`config.mk`:
```
export PLATFORM = sky130hd
export DESIGN_NAME = prim_spanning_tree
export DESIGN_NICKNAME = d
export VERILOG_FILES = /design/src/rtl/pst_pkg.sv /design/src/rtl/pst_cell.sv /design/src/rtl/pst_chain.sv /design/src/rtl/prim_spanning_tree.sv
export SDC_FILE = /design/constraint.sdc
export NUM_CORES = 2
export LEC_CHECK = 0
export BUFFER_PORTS_ARGS = -buffer_cell sky130_fd_sc_hd__buf_4
export CAP_MARGIN = 20
export CORE_MARGIN = 8
export CORE_UTILIZATION = 63
export DETAILED_ROUTE_END_ITERATION = 6
export GPL_ROUTABILITY_DRIVEN = 0
export PLACE_DENSITY = 0.79
export SETUP_SLACK_MARGIN = 0.15
export SYNTH_ARGS = -nofsm -noshare
export SYNTH_HDL_FRONTEND = slang
export SYNTH_HIERARCHICAL = 1
export SYNTH_SLANG_ARGS = --single-unit
```
`constraint.sdc`:
```
create_clock -name clock -period 12.1 [get_ports clock]
set_input_delay 2.42 -clock clock [delete_from_list [all_inputs] [get_ports clock]]
set_output_delay 2.42 -clock clock [all_outputs]
set_load 0.03 [all_outputs]
```
`src/rtl/pst_pkg.sv`:
```
// Package for the spanning tree block: sizes, types and the action codes.
// Used by every module in rtl/.
`default_nettype none
package pst_pkg;
   localparam int MAX_VERTICES = 16;
   localparam int WEIGHT_BITS  = 16;
   localparam int VTX_BITS     = $clog2(MAX_VERTICES);
   localparam int CNT_BITS     = $clog2(MAX_VERTICES + 1);
   localparam int MAT_DEPTH    = MAX_VERTICES * MAX_VERTICES;
   localparam int MAT_BITS     = $clog2(MAT_DEPTH);
   localparam logic [WEIGHT_BITS-1:0] NO_EDGE = '1;

   // Minimum search: a register after every TAP_SPAN cells of the chain.
   localparam int TAP_SPAN     = 4;
   localparam int SCAN_CYCLES  = (MAX_VERTICES + TAP_SPAN - 1) / TAP_SPAN;
   localparam int WAIT_BITS    = $clog2(SCAN_CYCLES + 1);

   localparam logic [2:0] ADDR_VCOUNT = 3'd0;

   typedef enum logic {ACT_LOAD = 1'b0, ACT_RUN = 1'b1} action_type;

   typedef enum logic [2:0] {
      ST_CLEAR, ST_IDLE, ST_LOAD2, ST_INIT, ST_SCAN, ST_EMIT, ST_UPDATE, ST_DONE
   } state_type;

   // Control from the sequencer to the cell chain.
   typedef struct packed {
      logic                  init;     // load best distance from row word
      logic                  update;   // relax against row word
      logic                  mark;     // put vertex sel into the tree
      logic [VTX_BITS-1:0]   sel;
      logic [VTX_BITS-1:0]   src;      // vertex whose row is streaming
      logic [VTX_BITS-1:0]   col;      // column of the streaming word
      logic [WEIGHT_BITS-1:0] w;
      logic [CNT_BITS-1:0]   n;
   } cell_ctl_type;

   // Minimum search result carried along the chain.
   typedef struct packed {
      logic                   found;
      logic [WEIGHT_BITS-1:0] cost;
      logic [VTX_BITS-1:0]    idx;
      logic [VTX_BITS-1:0]    pred;
   } scan_type;
endpackage
`default_nettype wire

```
`src/rtl/pst_cell.sv`:
```
// One vertex cell: best distance, predecessor and tree flag of one vertex.
// Depends on pst_pkg; takes the running minimum from its left neighbor.
`default_nettype none
module pst_cell (
   input  wire logic                     clock,
   input  wire logic                     reset,
   input  wire logic [pst_pkg::VTX_BITS-1:0] my_idx,
   input  wire pst_pkg::cell_ctl_type    ctl,
   input  wire pst_pkg::scan_type        scan_left,
   output pst_pkg::scan_type             scan_right
);
   import pst_pkg::*;

   logic [WEIGHT_BITS-1:0] dist_ff;
   logic [VTX_BITS-1:0]    pred_ff;
   logic                   tree_ff, tree_in;
   logic                   active, hit;

   assign active = {1'b0, my_idx} < ctl.n;
   assign hit    = ctl.col == my_idx;

   always_comb begin
      tree_in = tree_ff;
      if (ctl.init && hit) begin
         tree_in = ctl.src == my_idx;
      end else if (ctl.mark && ctl.sel == my_idx) begin
         tree_in = 1'b1;
      end
   end

   always_ff @(posedge clock) begin
      if (reset) begin
         tree_ff <= 1'b0;
      end else begin
         tree_ff <= tree_in;
      end
      if (hit && ctl.init) begin
         dist_ff <= ctl.w;
         pred_ff <= ctl.src;
      end else if (hit && ctl.update && !tree_ff && ctl.w < dist_ff) begin
         dist_ff <= ctl.w;
         pred_ff <= ctl.src;
      end
   end

   // strict less keeps the lowest index on ties
   always_comb begin
      scan_right = scan_left;
      if (active && !tree_ff && dist_ff < scan_left.cost) begin
         scan_right.found = 1'b1;
         scan_right.cost  = dist_ff;
         scan_right.idx   = my_idx;
         scan_right.pred  = pred_ff;
      end
   end
endmodule
`default_nettype wire

```
`src/rtl/pst_chain.sv`:
```
// Row of vertex cells with registered minimum taps every four cells.
// Depends on pst_pkg and pst_cell.
`default_nettype none
module pst_chain (
   input  wire logic                  clock,
   input  wire logic                  reset,
   input  wire pst_pkg::cell_ctl_type ctl,
   output pst_pkg::scan_type          best
);
   import pst_pkg::*;

   scan_type link [MAX_VERTICES+1];
   scan_type cell_out [MAX_VERTICES];

   assign link[0] = '{found: 1'b0, cost: NO_EDGE, idx: '0, pred: '0};

   for (genvar g = 0; g < MAX_VERTICES; g++) begin : g_cell
      pst_cell u_cell (
         .clock,
         .reset,
         .my_idx    (VTX_BITS'(g)),
         .ctl,
         .scan_left (link[g]),
         .scan_right(cell_out[g])
      );
      // register the running minimum at the end of each group of cells
      if (g % TAP_SPAN == TAP_SPAN - 1 || g == MAX_VERTICES - 1) begin : g_tap
         scan_type tap_ff;
         always_ff @(posedge clock) begin
            tap_ff <= cell_out[g];
         end
         assign link[g+1] = tap_ff;
      end else begin : g_pass
         assign link[g+1] = cell_out[g];
      end
   end

   assign best = link[MAX_VERTICES];
endmodule
`default_nettype wire

```
`src/rtl/prim_spanning_tree.sv`:
```
// Top level: stream ports, vertex_count register, weight memory and sequencer.
// Depends on pst_pkg, pst_chain.
//
// A load word writes both symmetric cells, the first in the accepting cycle and
// the second in ST_LOAD2. A run streams the start row; then each tree edge
// takes a pipelined minimum search, the issue of the result word and, but for
// the last edge, the streaming of the new vertex's row from the weight memory.
// The single read port of the weight memory, one row word per cycle, sets the
// row time; a result word held back by the sink stalls the run until taken.
// The action travels in req_tuser and edge_valid in rsp_tuser. After reset a
// clearing pass writes the no-edge value into all 256 words of the memory;
// no word is taken during it.
`default_nettype none
module prim_spanning_tree (
   input  wire logic        clock,
   input  wire logic        reset,
   input  wire logic        req_tvalid,
   output      logic        req_tready,
   // action
   input  wire logic        req_tuser,
   // row_vertex [3:0], col_vertex [7:4], weight [23:8], start_vertex [27:24]
   input  wire logic [31:0] req_tdata,
   output      logic        rsp_tvalid,
   input  wire logic        rsp_tready,
   // from_vertex [3:0], to_vertex [7:4], edge_weight [23:8]
   output      logic [31:0] rsp_tdata,
   // edge_valid
   output      logic        rsp_tuser,
   output      logic        rsp_tlast,
   input  wire logic        csr_psel,
   input  wire logic        csr_penable,
   input  wire logic        csr_pwrite,
   input  wire logic [2:0]  csr_paddr,
   input  wire logic [31:0] csr_pwdata,
   output      logic [31:0] csr_prdata,
   output      logic        csr_pready
);
   import pst_pkg::*;

   // config
   logic [4:0] vcount_ff;
   assign csr_pready = 1'b1;
   assign csr_prdata = (csr_paddr == ADDR_VCOUNT) ? {27'd0, vcount_ff} : '0;
   always_ff @(posedge clock) begin
      if (reset) begin
         vcount_ff <= 5'd16;
      end else if (csr_psel && csr_penable && csr_pwrite && csr_paddr == ADDR_VCOUNT) begin
         vcount_ff <= csr_pwdata[4:0];
      end
   end

   logic [CNT_BITS-1:0] n_eff;
   always_comb begin
      if (vcount_ff == 5'd0) begin
         n_eff = CNT_BITS'(1);
      end else if ({1'b0, vcount_ff} > 6'(MAX_VERTICES)) begin
         n_eff = CNT_BITS'(MAX_VERTICES);
      end else begin
         n_eff = CNT_BITS'(vcount_ff);
      end
   end

   // input fields
   logic                   in_act;
   logic [VTX_BITS-1:0]    in_row, in_col, in_start;
   logic [WEIGHT_BITS-1:0] in_w;
   assign in_act   = req_tuser;
   assign in_row   = req_tdata[3:0];
   assign in_col   = req_tdata[7:4];
   assign in_w     = req_tdata[23:8];
   assign in_start = req_tdata[27:24];

   // weight memory
   logic [WEIGHT_BITS-1:0] mem [MAT_DEPTH];
   logic                   mem_we;
   logic [MAT_BITS-1:0]    mem_waddr, mem_raddr;
   logic [WEIGHT_BITS-1:0] mem_wdata, mem_rdata_ff;
   always_ff @(posedge clock) begin
      if (mem_we) begin
         mem[mem_waddr] <= mem_wdata;
      end
      mem_rdata_ff <= mem[mem_raddr];
   end

   state_type state_ff, state_in;
   logic [MAT_BITS-1:0]    clr_ff;
   logic [VTX_BITS-1:0]    a_ff, b_ff, src_ff, cnt_ff;
   logic [WEIGHT_BITS-1:0] w_ff;
   logic [CNT_BITS-1:0]    step_ff, n_ff;
   logic                   rd_v_ff;    // memory word valid this cycle
   logic [VTX_BITS-1:0]    rd_col_ff;
   logic                   rd_last_ff;
   logic [WAIT_BITS-1:0]   wait_ff;
   logic                   rsp_v_ff, rsp_last_ff, rsp_ev_ff;
   logic [VTX_BITS-1:0]    rsp_from_ff, rsp_to_ff;
   logic [WEIGHT_BITS-1:0] rsp_w_ff;

   cell_ctl_type ctl;
   scan_type     best;

   pst_chain u_chain (.clock, .reset, .ctl, .best);

   assign req_tready = state_ff == ST_IDLE && !rsp_v_ff;
   logic take;
   assign take = req_tvalid && req_tready;

   logic bad_run;
   assign bad_run = {1'b0, in_start} >= n_eff || n_eff == CNT_BITS'(1);

   logic row_done;
   assign row_done = rd_v_ff && rd_last_ff;

   // next state
   always_comb begin
      state_in = state_ff;
      unique case (state_ff)
         ST_CLEAR:  if (clr_ff == MAT_BITS'(MAT_DEPTH - 1)) state_in = ST_IDLE;
         ST_IDLE: begin
            if (take) begin
               if (in_act == ACT_LOAD) begin
                  state_in = ST_LOAD2;
               end else if (!bad_run) begin
                  state_in = ST_INIT;
               end
            end
         end
         ST_LOAD2:  state_in = ST_IDLE;
         ST_INIT:   if (row_done) state_in = ST_SCAN;
         // wait for the minimum to pass every tap of the chain
         ST_SCAN:   if (wait_ff == WAIT_BITS'(SCAN_CYCLES - 1)) state_in = ST_EMIT;
         ST_EMIT: begin
            if (!rsp_v_ff) begin
               if (!best.found || step_ff == n_ff - CNT_BITS'(1)) begin
                  state_in = ST_DONE;
               end else begin
                  state_in = ST_UPDATE;
               end
            end
         end
         ST_UPDATE: if (row_done) state_in = ST_SCAN;
         ST_DONE:   state_in = ST_IDLE;
         default:   state_in = ST_IDLE;
      endcase
   end

   // outputs / memory control
   always_comb begin
      mem_we    = 1'b0;
      mem_waddr = {in_row, in_col};
      mem_wdata = in_w;
      mem_raddr = {src_ff, cnt_ff};
      unique case (state_ff)
         ST_CLEAR: begin
            mem_we    = 1'b1;
            mem_waddr = clr_ff;
            mem_wdata = NO_EDGE;
         end
         ST_IDLE:  mem_we = take && in_act == ACT_LOAD;
         ST_LOAD2: begin
            mem_we    = 1'b1;
            mem_waddr = {b_ff, a_ff};
            mem_wdata = w_ff;
         end
         default: ;
      endcase
   end

   assign ctl.init   = state_ff == ST_INIT && rd_v_ff;
   assign ctl.update = state_ff == ST_UPDATE && rd_v_ff;
   assign ctl.mark   = state_ff == ST_EMIT && !rsp_v_ff && best.found;
   assign ctl.sel    = best.idx;
   assign ctl.src    = src_ff;
   assign ctl.col    = rd_col_ff;
   assign ctl.w      = mem_rdata_ff;
   assign ctl.n      = n_ff;

   logic issuing;
   assign issuing = (state_ff == ST_INIT || state_ff == ST_UPDATE)
                    && {1'b0, cnt_ff} < n_ff && !(rd_v_ff && rd_last_ff);

   always_ff @(posedge clock) begin
      if (reset) begin
         state_ff <= ST_CLEAR;
         clr_ff   <= '0;
         rsp_v_ff <= 1'b0;
         rd_v_ff  <= 1'b0;
      end else begin
         state_ff <= state_in;
         if (state_ff == ST_CLEAR) clr_ff <= clr_ff + MAT_BITS'(1);
         rd_v_ff <= issuing;
         if (rsp_v_ff && rsp_tready) begin
            rsp_v_ff <= 1'b0;
         end else if (state_ff == ST_IDLE && take && in_act == ACT_RUN && bad_run) begin
            rsp_v_ff <= 1'b1;
         end else if (state_ff == ST_EMIT && !rsp_v_ff) begin
            rsp_v_ff <= 1'b1;
         end
      end
   end

   always_ff @(posedge clock) begin
      rd_col_ff  <= cnt_ff;
      rd_last_ff <= {1'b0, cnt_ff} == n_ff - CNT_BITS'(1);
      if (issuing) cnt_ff <= cnt_ff + VTX_BITS'(1);
      if (state_ff == ST_SCAN) begin
         wait_ff <= wait_ff + WAIT_BITS'(1);
      end else begin
         wait_ff <= '0;
      end
      unique case (state_ff)
         ST_IDLE: begin
            a_ff   <= in_row;
            b_ff   <= in_col;
            w_ff   <= in_w;
            src_ff <= in_start;
            n_ff   <= n_eff;
            cnt_ff <= '0;
            step_ff <= CNT_BITS'(1);
            // hold a pending result word
            if (!rsp_v_ff) begin
               rsp_last_ff <= 1'b1;
               rsp_ev_ff   <= 1'b0;
               rsp_from_ff <= '0;
               rsp_to_ff   <= '0;
               rsp_w_ff    <= '0;
            end
         end
         ST_EMIT: begin
            if (!rsp_v_ff) begin
               rsp_ev_ff   <= best.found;
               rsp_last_ff <= !best.found || step_ff == n_ff - CNT_BITS'(1);
               rsp_from_ff <= best.found ? best.pred : '0;
               rsp_to_ff   <= best.found ? best.idx : '0;
               rsp_w_ff    <= best.found ? best.cost : '0;
               src_ff      <= best.idx;
               cnt_ff      <= '0;
               step_ff     <= step_ff + CNT_BITS'(1);
            end
         end
         default: ;
      endcase
   end

   assign rsp_tvalid = rsp_v_ff;
   assign rsp_tlast  = rsp_last_ff;
   assign rsp_tuser  = rsp_ev_ff;
   assign rsp_tdata  = {8'd0, rsp_w_ff, rsp_to_ff, rsp_from_ff};

   a_ready_idle: assert property (@(posedge clock) disable iff (reset)
      req_tready |-> state_ff == ST_IDLE) else $error("ready outside idle");
   a_emit_hold: assert property (@(posedge clock) disable iff (reset)
      rsp_v_ff && !rsp_tready |=> rsp_v_ff) else $error("result dropped");
   a_no_mark_idle: assert property (@(posedge clock) disable iff (reset)
      ctl.mark |-> !rsp_v_ff) else $error("mark while result pending");
endmodule
`default_nettype wire
```
==> impl_metrics.csv <==
group,metric,value,unit
worst_setup_path,required,12920,ps
cts,clkTransAtPathRegs,60,ps
worst_setup_path,ff2ff_path_depth,29,
floorplan,boundaryPins,144,
cts,cts_buffer_depth,4,
yosys,synth_mux_area_share,14.0,%
cts,hold_buffers,0,
global_route,gr-total-overflow,0,
yosys,syn_inst,10800,
global_route,grt_max_degree,193,
worst_setup_path,critical_path.slowest_cell,"edfxtp_1",
global_route,track_usage,31.1,%
power_and_ir_drop,power_frac_seq,53.1,%
worst_setup_path,cp-end-kind,"flip-flop",
drt,num_vias,109000,
worst_setup_path,worst-setup-path-type,"reg2reg",
drt,post_drt_wl_per_cell,31.9,µm
yosys,synth_xor_area_share,0.962,%
floorplan,chipHeight,572,µm
yosys,synth.avg_cell_area,18.1,µm²
timing,rsz0062_at_grt,"no",
drt,wl,515000,µm
drt,antenna_left,0,
power_and_ir_drop,peakVddDrop,181,µV
power_and_ir_drop,power_frac_comb,4.6,%
hold_path,worstHoldEndpoint,"wait_ff[0]",
drt,vias_per_cell,6.75,
floorplan,num_rows,204,
timing,fin_tns_setup,0,ps
power_and_ir_drop,power.internal,0.0259,W
cts,postCtsSetupBuffers,0,
power_and_ir_drop,switching_power,0.00697,W
cts,ctsHtreeMaxLevel,5,
power_and_ir_drop,p_leak,72.2,nW
final_layout,postLayoutCellArea,0.218,mm²
timing,max_freq,112,MHz
yosys,synth_edf_count,4480,
timing,finalSetupViolations,0,
floorplan,die_w,572,µm
timing,final-hold-violation-count,0,
drt,drc,8,
global_route,grt_pass1_vias,111000,
yosys,synth_seq_cells,4642,
yosys,synthAdderAreaFrac,3.48,%
worst_setup_path,max_stage_delay,730,ps
hold_path,hold_class,"reg2reg",
hold_path,hp-start,"wait_ff[0]",
placed_design,dp_hpwl,300000,µm
timing,fin_worst_skew,103,ps
yosys,synth_simple_gate_area_share,2.79,%
cts,cts_resized,0,
timing,worstMarginPinSlew,1610,ps
power_and_ir_drop,p_sw_share,21.2,%
timing,min_period,8930,ps
global_route,grt_pass1_wl,744000,µm
global_route,antenna_found_initial,26,
floorplan,dieArea,0.327,mm²
yosys,synth_area_leader_cell,"edfxtp_1",
placed_design,dpl_cell_area,0.203,mm²
yosys,synth_area_leaders,"edfxtp_1, mux4_2, mux2i_1",
cts,cts_tree,"done",
worst_setup_path,r2r-end,"u_chain/g_cell[7].g_tap.tap_ff[7]",
cts,numCtsBuffers,439,
final_layout,drive_gt1_share,19.3,%
yosys,syn_area,0.195,mm²
drt,drt-pass1-iter-count,7,
run_status,violations,"DRC, slew limit",
final_layout,fin_nets,12200,
yosys,synthArstFlopShare,0,%
hold_path,min_path_cells,1,
final_layout,final_cells,16100,
yosys,netlist-cell-type-count,67,
power_and_ir_drop,clock_power_share,42.3,%
final_layout,areaGrowthSynthToFinish,12.0,%
placed_design,placement.io_buffers,76,
worst_setup_path,cp.arrival,9750,ps
worst_setup_path,start_kind,"flip-flop",
yosys,ys.flop_type,"edfxtp_1",
power_and_ir_drop,power.density,151,mW/mm²
worst_setup_path,critPathMaxFanout,25,
floorplan,start_util,63.2,%
yosys,ys_seq_area_share,70.7,%
run_status,status,"finished with violations",
yosys,synth_top_family_by_area,"multiplexers",
yosys,synthDominantCellAreaShare,69.0,%
job,drv_cap,0,
cts,ctsRootBufferMaster,"clkbuf_16",
timing,period_share,73.8,%
drt,drt-initial-drc-count,15100,
timing,timing.final.max_slew_violations,2,
floorplan,core_area,0.308,mm²
timing,slew_headroom,-7.34,%
yosys,yosys_warnings,6,
worst_setup_path,reg2reg_from,"n_ff[1]",
yosys,synth_compound_area_share,5.29,%
worst_setup_path,reg2reg_slack,3170,ps
placed_design,place_inst,15300,
cts,clock-sinks,4642,
cts,clk_latency,1010,ps
-- layer usage --
metal,vias up,track usage (%),routed length [µm]
met3,1442,7.81,63700
li1,44600,-,-
met1,55200,40.6,179000
met5,-,0,151
met4,18,14.7,28700
met2,7552,49.5,243000
-- cells by family (layout without fill, tap and decap cells) --
group / after synthesis / count (layout)
buffers and inverters: 1105 / 1959
multiplexers: 1764 / 1764
AND/OR/NAND/NOR: 1134 / 1134
flip-flops: 4642 / 4642
XOR/XNOR: 214 / 214
AO/OA/AOI/OAI: 1361 / 1361
adder cells (fa/ha/maj): 542 / 542
other: 4 / 394
-- worst max path at each step --
stage | cells past startpoint | startpoint | to
4_1_cts | 30 | n_ff[0] | u_chain/best[8]
5_1_grt | 31 | n_ff[0] | u_chain/best[8]
3_5_place_dp | 30 | n_ff[0] | u_chain/best[8]
3_3_place_gp | 29 | n_ff[0] | u_chain/best[8]
6_report | 29 | n_ff[1] | u_chain/g_cell[7].g_tap.tap_ff[7]
2_1_floorplan | 2 | req_tdata[8] | mem[0][0]
-- power by group through the flow --
stage                     logic (W)  registers, W  clock network (W)
after floorplan             0.00120        0.0178                  0
after global placement      0.00143        0.0178                  0
after detailed placement    0.00149        0.0178                  0
after CTS                   0.00150        0.0175             0.0140
after global routing        0.00163        0.0174             0.0146
final                       0.00152        0.0175             0.0139
-- layout by cell type (no fill, tap or decap), types with 21 or more instances in the layout --
master      Yosys  layout
a2111oi_0      43      40
a211oi_1       84      83
a21o_1        122     122
a21oi_1       237     237
a221oi_1      153     153
a22o_1         56      56
a22oi_1       111     111
and3_1         25      25
buf_4          78     502
bufinv_16       0      46
clkbuf_1      222      74
clkbuf_16       0     443
clkinv_1        0     101
clkinv_2        0      93
clkinvlp_4      0      25
conb_1          4     382
dfxtp_1       162     137
dfxtp_2         0      21
edfxtp_1     4480    4480
ha_1          542     542
inv_1         574     573
mux2_2        110     110
mux2_4         64      64
mux2i_1       853     853
mux4_2        737     737
nand2_1       132     132
nand2b_1       73      73
nand3_1       116     114
nand4_1       110     110
nor2_1        430     381
nor2_2          0      41
nor2b_1        42      38
nor3_1         98      95
nor4_1         67      66
o211ai_1       21      21
o21ai_0       146     131
o22ai_1       209     208
xnor2_1        25      25
xor2_1        189     189
-- cells in the mapped netlist, drive strengths merged, types with 98 or more instances --
cell / instances
edfxtp: 4480
mux2i: 853
mux4: 737
inv: 575
ha: 542
nor2: 430
buf: 308
a21oi: 237
clkbuf: 222
o22ai: 209
xor2: 189
mux2: 174
dfxtp: 162
a221oi: 154
o21ai: 150
nand2: 132
a21o: 122
nand3: 116
a22oi: 111
nand4: 110
a211oi: 99
nor3: 98
-- sequential cells by signal, summed over array words and instances, names as in the netlist, 8 cells and up --
| name | count |
|---|---|
| u_chain/g_cell.u_cell/tree_ff | 16 |
| u_chain/g_cell.u_cell/pred_ff | 64 |
| w_ff | 16 |
| clr_ff | 8 |
| u_chain/best | 25 |
| u_chain/g_cell.u_cell/dist_ff | 256 |
| u_chain/g_cell.g_tap.tap_ff | 75 |
| mem | 4096 |
| rsp_w_ff | 16 |
| mem_rdata_ff | 16 |
-- per-stage QoR --
step           hold WS (ps)  total power (W)  utilization, %  worst slack [ps]
6_report                452           0.0329            70.8              3170
5_1_grt                 483           0.0337            70.8              2690
4_1_cts                 445           0.0329            70.6              3100
3_5_place_dp            437           0.0193            65.9              3230
3_3_place_gp            407           0.0192            65.8              3340
2_1_floorplan           365           0.0190               -               817
-- worst max-delay path, delay by kind of cell, from the launching register on --
kind | cells | cell delay (ps)
AO/OA/AOI/OAI | 16 | 4550
adder cells (fa/ha/maj) | 4 | 1320
flip-flops | 1 | 730
multiplexers | 4 | 1280
buffers and inverters | 5 | 790
-- cell type report --
class | count | area, µm²
diodes | 12 | 30.0
repair buffers | 560 | 4810
inverters | 575 | 2160
clock inverters | 296 | 3070
flip-flops and latches | 4642 | 138000
well taps | 4120 | 5150
clock buffers | 528 | 11500
multi-input cells | 5397 | 53700
fillers | 18000 | 90000
Power figures use the tool's default switching activity.
